$ cat src/sv/timed_button_qualifier_unit_defines.svh
// assertion helpers for the timed button qualifier
`ifndef TIMED_BUTTON_QUALIFIER_UNIT_DEFINES_SVH
`define TIMED_BUTTON_QUALIFIER_UNIT_DEFINES_SVH

`ifndef SYNTHESIS

// checked property, disabled while reset is asserted
`define TBQ_ASSERT_RST(lbl, clk, rstn, prop, msg) \
  lbl: assert property (@(posedge clk) disable iff (!rstn) prop) else $error(msg);

// checked property, active through reset as well
`define TBQ_ASSERT_ALWAYS(lbl, clk, prop, msg) \
  lbl: assert property (@(posedge clk) prop) else $error(msg);

`else

`define TBQ_ASSERT_RST(lbl, clk, rstn, prop, msg)
`define TBQ_ASSERT_ALWAYS(lbl, clk, prop, msg)

`endif

`endif

$ cat src/sv/tbq_pkg.sv
package tbq_pkg;

  // default accumulator width in bits
  localparam int TIME_BITS_DEF = 26;

  // configuration register indexes
  localparam logic [2:0] CFG_BUTTON_MODE   = 3'd0;
  localparam logic [2:0] CFG_TIMER_MODE    = 3'd1;
  localparam logic [2:0] CFG_ORIGIN_HEIGHT = 3'd2;
  localparam logic [2:0] CFG_ACT_DEPTH     = 3'd3;
  localparam logic [2:0] CFG_DEACT_DEPTH   = 3'd4;
  localparam logic [2:0] CFG_EXEC_DELAY    = 3'd5;
  localparam logic [2:0] CFG_ON_DURATION   = 3'd6;

  // button modes
  localparam logic [1:0] BM_TOGGLE    = 2'd0;
  localparam logic [1:0] BM_MOMENTARY = 2'd1;
  localparam logic [1:0] BM_TIMER     = 2'd2;

  // timer sub-modes
  localparam logic [1:0] TM_HOLD     = 2'd0;
  localparam logic [1:0] TM_PRESS    = 2'd1;
  localparam logic [1:0] TM_RELEASE  = 2'd2;

  // register reset values
  localparam logic signed [15:0] ACT_DEPTH_RST   = 16'sd64;
  localparam logic signed [15:0] DEACT_DEPTH_RST = 16'sd32;
  localparam logic [23:0]        ON_DURATION_RST = 24'd1000000;

  typedef struct packed {
    logic [1:0]         button_mode;
    logic [1:0]         timer_mode;
    logic signed [15:0] origin_height;
    logic signed [15:0] activation_depth;
    logic signed [15:0] deactivation_depth;
    logic [23:0]        execute_delay;
    logic [23:0]        on_duration;
  } cfg_t;

  typedef struct packed {
    logic pressed;
    logic power_state;
    logic power_on_event;
    logic power_off_event;
    logic fasten_request;
  } res_t;

endpackage

$ cat src/sv/timed_button_qualifier_unit.sv
// Timed button qualifier. Each input beat carries a plunger height (signed
// 8.8) and the microseconds since the previous beat; each produces exactly one
// result beat with the hysteresis-qualified pressed flag, the power output,
// on/off events and a fasten request. One beat is accepted per clock unless
// the input stalls: a beat is held in the input register, then the mode
// logic and both saturating time accumulators resolve in one pass into the
// result register. The input stalls only while both registers are full and
// the result is stalled. The user must write configuration through
// cfg_wr_en, cfg_index and cfg_wdata only while no beat is in flight; the
// block itself does not enforce it.
`include "timed_button_qualifier_unit_defines.svh"

module timed_button_qualifier_unit #(
  parameter int TIME_BITS = tbq_pkg::TIME_BITS_DEF
) (
  input  logic        clk,
  input  logic        rst_n,
  input  logic        cfg_wr_en,
  input  logic [2:0]  cfg_index,
  input  logic [23:0] cfg_wdata,
  input  logic        in_valid,
  output logic        in_stall,
  input  logic signed [15:0] in_plunger_height,
  input  logic [15:0] in_tick_time,
  output logic        out_valid,
  input  logic        out_stall,
  output logic        out_pressed,
  output logic        out_power_state,
  output logic        out_power_on_event,
  output logic        out_power_off_event,
  output logic        out_fasten_request
);
  import tbq_pkg::*;

  cfg_t                 cfg_r;
  logic                 s1_valid_r;
  logic signed [15:0]   s1_height_r;
  logic [15:0]          s1_dt_r;
  logic                 out_valid_r;
  res_t                 out_res_r;
  logic                 down_r;
  logic                 power_r;
  logic [TIME_BITS-1:0] press_r;
  logic [TIME_BITS-1:0] powt_r;
  logic                 down_nxt;
  logic                 power_nxt;
  logic [TIME_BITS-1:0] press_nxt;
  logic [TIME_BITS-1:0] powt_nxt;
  res_t                 res_nxt;
  logic                 advance;
  logic                 in_take;

  // configuration registers
  always_ff @(posedge clk) begin
    if (!rst_n) begin
      cfg_r.button_mode        <= BM_TOGGLE;
      cfg_r.timer_mode         <= TM_HOLD;
      cfg_r.origin_height      <= '0;
      cfg_r.activation_depth   <= ACT_DEPTH_RST;
      cfg_r.deactivation_depth <= DEACT_DEPTH_RST;
      cfg_r.execute_delay      <= '0;
      cfg_r.on_duration        <= ON_DURATION_RST;
    end else if (cfg_wr_en) begin
      case (cfg_index)
        CFG_BUTTON_MODE:   cfg_r.button_mode        <= cfg_wdata[1:0];
        CFG_TIMER_MODE:    cfg_r.timer_mode         <= cfg_wdata[1:0];
        CFG_ORIGIN_HEIGHT: cfg_r.origin_height      <= cfg_wdata[15:0];
        CFG_ACT_DEPTH:     cfg_r.activation_depth   <= cfg_wdata[15:0];
        CFG_DEACT_DEPTH:   cfg_r.deactivation_depth <= cfg_wdata[15:0];
        CFG_EXEC_DELAY:    cfg_r.execute_delay      <= cfg_wdata;
        CFG_ON_DURATION:   cfg_r.on_duration        <= cfg_wdata;
        default: begin
        end
      endcase
    end
  end

  // handshake: stage 1 moves on when the result register is empty or not stalled
  assign advance  = s1_valid_r && (!out_valid_r || !out_stall);
  assign in_stall = s1_valid_r && !advance;
  assign in_take  = in_valid && !in_stall;

  // input register
  always_ff @(posedge clk) begin
    if (!rst_n) begin
      s1_valid_r <= 1'b0;
    end else if (in_take) begin
      s1_valid_r <= 1'b1;
    end else if (advance) begin
      s1_valid_r <= 1'b0;
    end
  end

  always_ff @(posedge clk) begin
    if (in_take) begin
      s1_height_r <= in_plunger_height;
      s1_dt_r     <= in_tick_time;
    end
  end

  tbq_core #(
    .TIME_BITS (TIME_BITS)
  ) u_core (
    .cfg            (cfg_r),
    .plunger_height (s1_height_r),
    .tick_time      (s1_dt_r),
    .down_cur       (down_r),
    .power_cur      (power_r),
    .press_cur      (press_r),
    .powt_cur       (powt_r),
    .down_nxt       (down_nxt),
    .power_nxt      (power_nxt),
    .press_nxt      (press_nxt),
    .powt_nxt       (powt_nxt),
    .res            (res_nxt)
  );

  // button state and accumulators
  always_ff @(posedge clk) begin
    if (!rst_n) begin
      down_r  <= 1'b0;
      power_r <= 1'b0;
      press_r <= '0;
      powt_r  <= '0;
    end else if (advance) begin
      down_r  <= down_nxt;
      power_r <= power_nxt;
      press_r <= press_nxt;
      powt_r  <= powt_nxt;
    end
  end

  // result register
  always_ff @(posedge clk) begin
    if (!rst_n) begin
      out_valid_r <= 1'b0;
    end else if (advance) begin
      out_valid_r <= 1'b1;
    end else if (!out_stall) begin
      out_valid_r <= 1'b0;
    end
  end

  always_ff @(posedge clk) begin
    if (advance) begin
      out_res_r <= res_nxt;
    end
  end

  assign out_valid           = out_valid_r;
  assign out_pressed         = out_res_r.pressed;
  assign out_power_state     = out_res_r.power_state;
  assign out_power_on_event  = out_res_r.power_on_event;
  assign out_power_off_event = out_res_r.power_off_event;
  assign out_fasten_request  = out_res_r.fasten_request;

  // off event without a new on leaves power off
  `TBQ_ASSERT_RST(a_off_event_state, clk, rst_n, out_valid_r && out_res_r.power_off_event && !out_res_r.power_on_event |-> !out_res_r.power_state, "off event with power still on")
  // any on event leaves power on
  `TBQ_ASSERT_RST(a_on_event_state, clk, rst_n, out_valid_r && out_res_r.power_on_event |-> out_res_r.power_state, "on event with power off")
  // fasten only with power on and no off event
  `TBQ_ASSERT_RST(a_fasten_power, clk, rst_n, out_valid_r && out_res_r.fasten_request |-> out_res_r.power_state && !out_res_r.power_off_event, "fasten without power")
  // stall only when stage 1 is full
  `TBQ_ASSERT_RST(a_stall_full, clk, rst_n, in_stall |-> s1_valid_r && out_valid_r && out_stall, "input stalled with room")
  // state mirrors the last delivered beat
  `TBQ_ASSERT_RST(a_state_mirror, clk, rst_n, $past(advance) && rst_n && $past(rst_n) |-> down_r == out_res_r.pressed && power_r == out_res_r.power_state, "state and result differ")
  // nothing valid after reset
  `TBQ_ASSERT_ALWAYS(a_reset_clear, clk, !rst_n |=> !out_valid_r && !s1_valid_r, "valid after reset")

endmodule

$ cat src/sv/tbq_core.sv
module tbq_core #(
  parameter int TIME_BITS = tbq_pkg::TIME_BITS_DEF
) (
  input  tbq_pkg::cfg_t        cfg,
  input  logic signed [15:0]   plunger_height,
  input  logic [15:0]          tick_time,
  input  logic                 down_cur,
  input  logic                 power_cur,
  input  logic [TIME_BITS-1:0] press_cur,
  input  logic [TIME_BITS-1:0] powt_cur,
  output logic                 down_nxt,
  output logic                 power_nxt,
  output logic [TIME_BITS-1:0] press_nxt,
  output logic [TIME_BITS-1:0] powt_nxt,
  output tbq_pkg::res_t        res
);
  import tbq_pkg::*;

  // compare width covers the accumulators and the 25-bit hold threshold
  localparam int CW = ((TIME_BITS > 25) ? TIME_BITS : 25) + 1;

  logic signed [16:0]   depth;
  logic signed [16:0]   act_ext;
  logic signed [16:0]   deact_ext;
  logic [TIME_BITS:0]   press_sum;
  logic [TIME_BITS:0]   powt_sum;
  logic [TIME_BITS-1:0] press_acc;
  logic [TIME_BITS-1:0] press_fresh;
  logic [TIME_BITS-1:0] powt_acc;
  logic [24:0]          hold_thr;
  logic                 ge_acc;
  logic                 ge_fresh;
  logic                 ge_old;
  logic                 ge_zero;
  logic                 ge_hold;
  logic                 powt_done;
  logic                 timed_out;
  logic                 base_ge;
  logic [TIME_BITS-1:0] press_base;
  logic                 ev_on;
  logic                 ev_off;
  logic                 fasten;

  // press depth, 17-bit signed 9.8
  assign depth     = {cfg.origin_height[15], cfg.origin_height}
                   - {plunger_height[15], plunger_height};
  assign act_ext   = {cfg.activation_depth[15], cfg.activation_depth};
  assign deact_ext = {cfg.deactivation_depth[15], cfg.deactivation_depth};

  // saturating accumulators
  assign press_sum   = {1'b0, press_cur} + (TIME_BITS+1)'(tick_time);
  assign powt_sum    = {1'b0, powt_cur} + (TIME_BITS+1)'(tick_time);
  assign press_acc   = press_sum[TIME_BITS] ? '1 : press_sum[TIME_BITS-1:0];
  assign powt_acc    = powt_sum[TIME_BITS] ? '1 : powt_sum[TIME_BITS-1:0];
  assign press_fresh = TIME_BITS'(tick_time);
  assign hold_thr    = {1'b0, cfg.on_duration} + {1'b0, cfg.execute_delay};

  // threshold compares, all in parallel
  assign ge_acc    = CW'(press_acc) >= CW'(cfg.execute_delay);
  assign ge_fresh  = CW'(press_fresh) >= CW'(cfg.execute_delay);
  assign ge_old    = CW'(press_cur) >= CW'(cfg.execute_delay);
  assign ge_zero   = (cfg.execute_delay == '0);
  assign ge_hold   = CW'(press_acc) >= CW'(hold_thr);
  assign powt_done = CW'(powt_acc) >= CW'(cfg.on_duration);

  // timeout in the pulse modes restarts the press count from zero
  assign timed_out  = power_cur && powt_done;
  assign press_base = timed_out ? press_fresh : press_acc;
  assign base_ge    = timed_out ? ge_fresh : ge_acc;

  // next state and events
  always_comb begin
    down_nxt  = down_cur;
    power_nxt = power_cur;
    press_nxt = press_cur;
    powt_nxt  = powt_cur;
    ev_on     = 1'b0;
    ev_off    = 1'b0;
    fasten    = 1'b0;

    if (depth >= act_ext) begin
      down_nxt = 1'b1;
    end else if (depth <= deact_ext) begin
      down_nxt = 1'b0;
    end

    case (cfg.button_mode)
      BM_TOGGLE, BM_MOMENTARY: begin
        if (down_nxt) begin
          press_nxt = press_acc;
          if (ge_acc) begin
            if (!power_cur) begin
              power_nxt = 1'b1;
              powt_nxt  = '0;
              ev_on     = 1'b1;
            end
            fasten = (cfg.button_mode == BM_TOGGLE);
          end
        end else begin
          if (cfg.button_mode == BM_MOMENTARY && power_cur) begin
            power_nxt = 1'b0;
            ev_off    = 1'b1;
          end
          press_nxt = '0;
        end
      end
      BM_TIMER: begin
        case (cfg.timer_mode)
          TM_HOLD: begin
            if (down_nxt) begin
              press_nxt = press_acc;
              if (ge_hold && !power_cur) begin
                power_nxt = 1'b1;
                powt_nxt  = '0;
                ev_on     = 1'b1;
              end
            end else begin
              press_nxt = '0;
            end
          end
          TM_PRESS, TM_RELEASE: begin
            // power timeout first
            if (timed_out) begin
              power_nxt = 1'b0;
              powt_nxt  = '0;
              ev_off    = 1'b1;
            end else if (power_cur) begin
              powt_nxt = powt_acc;
            end
            if (cfg.timer_mode == TM_PRESS) begin
              if (down_nxt) begin
                press_nxt = press_base;
                if (base_ge) begin
                  if (!power_nxt) begin
                    ev_on = 1'b1;
                  end
                  power_nxt = 1'b1;
                  powt_nxt  = '0;
                end
              end else begin
                press_nxt = '0;
              end
            end else begin
              if (down_nxt) begin
                press_nxt = press_base;
              end else begin
                if (timed_out ? ge_zero : ge_old) begin
                  if (!power_nxt) begin
                    ev_on = 1'b1;
                  end
                  power_nxt = 1'b1;
                  powt_nxt  = '0;
                end
                press_nxt = '0;
              end
            end
          end
          default: begin
          end
        endcase
      end
      default: begin
      end
    endcase
  end

  assign res.pressed         = down_nxt;
  assign res.power_state     = power_nxt;
  assign res.power_on_event  = ev_on;
  assign res.power_off_event = ev_off;
  assign res.fasten_request  = fasten;

endmodule

$ cat config.mk
export PLATFORM = sky130hd
export DESIGN_NAME = timed_button_qualifier_unit
export DESIGN_NICKNAME = d
export VERILOG_FILES = /design/src/sv/tbq_pkg.sv /design/src/sv/timed_button_qualifier_unit.sv /design/src/sv/tbq_core.sv
export VERILOG_INCLUDE_DIRS = /design/src /design/src/sv
export SDC_FILE = /design/constraint.sdc
export NUM_CORES = 1
export LEC_CHECK = 0
export ABC_AREA = 1
export BUFFER_PORTS_ARGS = -buffer_cell sky130_fd_sc_hd__clkbuf_2
export CAP_MARGIN = 20
export CORE_UTILIZATION = 50
export DETAILED_ROUTE_END_ITERATION = 12
export PLACE_DENSITY = 0.7
export SLEW_MARGIN = 0
export SYNTH_ARGS = -nofsm -noshare
export SYNTH_HDL_FRONTEND = slang
export SYNTH_SLANG_ARGS = --single-unit
export TNS_END_PERCENT = 50
$ cat constraint.sdc
create_clock -name clk -period 3.75 [get_ports clk]
set_input_delay 0.1875 -clock clk [delete_from_list [all_inputs] [get_ports clk]]
set_output_delay 0.1875 -clock clk [all_outputs]
set_load 0.005 [all_outputs]
==> results.md <==
| Group | Quantity | This run |
|:---|:---|:---|
| logic synthesis | Post-synthesis async set-or-reset flop share | 0% |
| floorplan | Ports placed on the boundary | 71 |
| logic synthesis | Number of nets in the synthesized netlist | 2,414 |
| detailed routing | First-iteration detailed-routing DRC count | 1,145 |
| timing | Max transition margin | 36.8% |
| setup path | Crit path buffers/inverters | 7 |
| worst hold path | Path type of the worst min-delay path | in2reg |
| setup path | Critical Path Start Type | register |
| logic synthesis | Synth Cell Area | 0.0152 mm2 |
| status | Violated checks | negative setup slack |
| clock network | CTS root buffer | sky130_fd_sc_hd__clkbuf_16 |
| pwr | Largest voltage drop on the vdd net | 0.000288 V |
| grt | Busiest layer in global routing | met2 |
| setup path | Setup slack of the worst register-to-register path | -0.62 ns |
| setup path | Critical path depth in cells | 35 |
| clock network | Buffer levels on the longest clock path | 2 |
| pwr | Total leakage power | 9.72 nW |
| timing | Pins Over Slew Limit | 0 |
| timing | Final hold vios | 0 |
| clock network | TritonCTS buffer count | 17 |
| detailed routing | Total Wirelength | 49,300 um |
| logic synthesis | Number of warnings reported in the yosys synthesis log | 0 |
| worst hold path | Number of stages on the worst hold path | 3 |
| layout | Post-layout nets | 2,772 |
| setup path | Type of the worst setup path | reg2reg |
| pwr | Power Dens Cells | 336 mW/mm2 |
| place | Detailed placement HPWL | 36,800 um |
| pwr | Sw Pwr | 2.46 mW |
| pwr | Post-route total power | 6.80 mW |
| logic synthesis | Synth unique cells | 56 |
| clock network | Clock latency on the worst-skew pair | 0.46 ns |
| detailed routing | 1st-pass router iterations | 7 |
| pwr | Internal power component | 4.34 mW |
| place | Final RePlAce weighted congestion | 0.954 |
| job | Max-cap violation count | 0 |
| clock network | Clk pin slew, worst setup/hold paths | 0.07 ns |
| logic synthesis | Syn_area_per_cell | 7.17 um2 |
| grt | Antenna violations before repair | 2 |
| setup path | Data required time of the critical path | 4.09 ns |
| detailed routing | Via-per-instance ratio | 5.45 |
| pwr | Clock network power share | 27.5% |
| pwr | Switching share of power | 36.1% |
| clock network | Count of H-tree levels built during CTS | 4 |
| setup path | Peak fanout along the critical path | 7 |
| setup path | CP max-delay cell | sky130_fd_sc_hd__edfxtp_1 |
| grt | Remaining global-route overflow | 0 |
| detailed routing | Total via count in the routed design | 15,700 |
| clock network | TritonCTS clock tree | built |
| detailed routing | Number of remaining DRC errors | 0 |
| layout | Post-synthesis to final-layout area growth | 32.8% |
| floorplan | Die H | 177 um |
| timing | Final number of setup-violating endpoints | 59 |
| timing | FMAX | 0.229 GHz |
| timing | Tmin final | 4.37 ns |
| grt | GR Layer Usage met1 | 39.3% |
| timing | Tcrit/Tclk final | 116% |
| setup path | Worst R2R Path Depth | 35 |
| timing | Total negative slack | -27.96 ns |
| layout | Antenna cell count | 0 |
| timing | Worst clock skew on the final layout | 0.0178 ns |
| floorplan | Area enclosed by the die boundary | 0.0312 mm2 |
| logic synthesis | Post-synthesis instance total | 2,124 |
| grt | Overall track demand over capacity in global routing | 30.9% |
| logic synthesis | Number of synthesized register bits | 193 |
| setup path | Delay of the slowest cell on the worst path | 0.45 ns |
| detailed routing | Post-DRT Antenna Nets | 0 |
| logic synthesis | Sequential area share after synthesis | 27.8% |
| grt | First-pass GRT wire length | 75,400 um |
| layout | Share of post-route cells with drive strength above 1 | 25.9% |
| setup path | Largest delay share family, worst path | simple AND/OR/NAND/NOR gates |
| floorplan | Area of the placeable core | 0.0298 mm2 |
| pwr | Fraction of power consumed by sequential logic | 33.7% |
| pwr | Part of the power in combinational logic | 38.8% |
| floorplan | Standard-cell rows | 63 |
| floorplan | Chip width | 177 um |
| clock network | Number of clock sinks | 193 |
| grt | Via count of the first global-routing pass | 15,000 |
| floorplan | Initial Util | 51.1% |
| place | Total cell area at the placement stage | 0.0178 mm2 |
| status | Status | finished with violations |
| timing | Slew at the pin with the worst max-slew slack | 0.947 ns |
| timing | RSZ-0062 raised after global routing | true |
| layout | Post-route cell area | 0.0202 mm2 |
| setup path | Critical Path End Type | register |
| place | Number of input and output port buffers inserted | 70 |
| setup path | Most prevalent standard cell on the critical path | sky130_fd_sc_hd__nand2_1 |
| logic synthesis | Most instantiated flip-flop cell in the synthesis netlist | sky130_fd_sc_hd__dfxtp_1 |
| grt | Pin count of the biggest net entering global routing | 106 |
| setup path | Critical Path AT | 4.71 ns |
| grt | Met3 Track Usage GR | 4.33% |
| detailed routing | Routed wire length per instance | 17.1 um |
| grt | Met2 usage in global routing | 52.4% |
| logic synthesis | Number of enable flip-flop cells after synthesis | 37 |
| timing | Final worst-path setup slack | -0.617 ns |
==> cell families (layout without fill, tap and decap cells) <==
| group | Yosys count | in the layout | share of synthesized area, % |
|---|---|---|---|
| xor+xnor | 64 | 64 | 3.68 |
| fa+ha+maj | 226 | 226 | 18.8 |
| flops | 193 | 193 | 27.8 |
| buf+inv | 343 | 714 | 8.83 |
| simple gates | 806 | 806 | 22.8 |
| compound gates | 492 | 492 | 18.2 |
==> cell usage in the layout, fill, tap and decap left out, types with 24 or more instances in the layout <==
cell / instances
sky130_fd_sc_hd__nand2_1: 402
sky130_fd_sc_hd__buf_4: 267
sky130_fd_sc_hd__inv_1: 261
sky130_fd_sc_hd__a21oi_1: 209
sky130_fd_sc_hd__ha_1: 188
sky130_fd_sc_hd__dfxtp_1: 156
sky130_fd_sc_hd__nor2_1: 151
sky130_fd_sc_hd__o21ai_0: 133
sky130_fd_sc_hd__clkbuf_2: 69
sky130_fd_sc_hd__nand3_1: 51
sky130_fd_sc_hd__nor2_2: 49
sky130_fd_sc_hd__edfxtp_1: 37
sky130_fd_sc_hd__xor2_1: 35
sky130_fd_sc_hd__dlygate4sd3_1: 34
sky130_fd_sc_hd__nand2_2: 31
sky130_fd_sc_hd__nand4_1: 30
sky130_fd_sc_hd__ha_4: 30
sky130_fd_sc_hd__o211ai_1: 27
sky130_fd_sc_hd__nor3_1: 26
sky130_fd_sc_hd__xnor2_1: 26
sky130_fd_sc_hd__a21oi_2: 24
==> layout make-up <==
class / instances / area, um2
clock buffers: 20 / 447
clock inverters: 12 / 123
fillers: 2508 / 9570
inverters: 288 / 1100
multi-input cells: 1588 / 10700
flip-flops and latches: 193 / 4230
well taps: 390 / 488
repair buffers: 394 / 3130
==> power by group through the flow <==
stage	clock network [mW]	registers [mW]	logic (mW)
global placement	0	2.33	2.11
detailed placement	0	2.34	2.16
global route	1.96	2.30	2.90
CTS	1.88	2.29	2.39
finish	1.87	2.29	2.64
floorplan	0	2.32	1.35
==> state kept, by name, indices dropped and copies added (netlist names), 16 cells and up <==
signal,flops
s1_dt_r,16
s1_height_r,16
powt_r,26
cfg_r,100
press_r,26
==> stage by stage <==
stage | hold slack (ns) | utilization (%) | cells | setup WS, ns
after floorplan | 0.286 | - | 2124 | -0.0914
after global placement | 0.364 | 59.8 | 2781 | -0.676
after detailed placement | 0.366 | 59.8 | 2781 | -0.780
after CTS | 0.00558 | 65.6 | 2873 | -0.567
after global routing | 0.0136 | 67.9 | 2885 | -0.957
final | 0.00358 | 67.9 | 2885 | -0.617
==> layer usage <==
metal / wire (um) / vias up
met5: 25 / -
met4: 1800 / 4
met3: 2700 / 111
met2: 23400 / 475
met1: 21400 / 7287
li1: - / 7832
==> tightest hold or removal path, cell delays in order <==
cell	delay, ns
sky130_fd_sc_hd__clkbuf_2	0.10
sky130_fd_sc_hd__nand2_1	0.05
sky130_fd_sc_hd__o211ai_1	0.07
==> worst paths after layout <==
path                                        startpoint                      to
worst min-delay path                     cfg_wdata[17]  cfg_r[17]$_SDFFE_PN1P_
worst max-delay path              s1_dt_r[0]$_DFFE_PP_  powt_r[3]$_SDFFE_PN0P_
worst max register to register    s1_dt_r[0]$_DFFE_PP_  powt_r[3]$_SDFFE_PN0P_
worst min register to register  cfg_r[74]$_SDFFE_PN0P_  cfg_r[74]$_SDFFE_PN0P_
==> Yosys cell counts, drive strengths merged, types with 3 or more instances <==
cell	number	share of area, %
ha	222	18
o211ai	27	1.3
xor2	38	2.2
a21boi	3	0.15
dfxtp	156	20
nor2	207	5.6
o22ai	17	0.74
o21ai	150	5.0
nand2	440	11
fa	4	0.53
nand3b	4	0.20
or2	7	0.29
nor3	32	1.1
edfxtp	37	7.3
a21oi	251	8.8
buf	15	0.71
o21a	7	0.34
inv	284	7.0
nand3	74	2.8
clkbuf	40	0.99
nor4	6	0.25
a211oi	4	0.20
a31oi	6	0.25
nand4	31	1.3
o21bai	9	0.44
xnor2	26	1.5
clkinv	4	0.099
a21o	9	0.44
a31o	3	0.17
==> repair_timing <==
action / 4_1_cts / 5_1_grt
gates cloned: 6 / 1
resized for setup: 106 / 128
pin swaps: 39 / 62
hold endpoints to repair: 34 / 0
setup endpoints to repair: 59 / 59
buffers inserted: 20 / 11
hold buffers: 34 / 0
No activity file was read; power rests on OpenSTA's default activity.
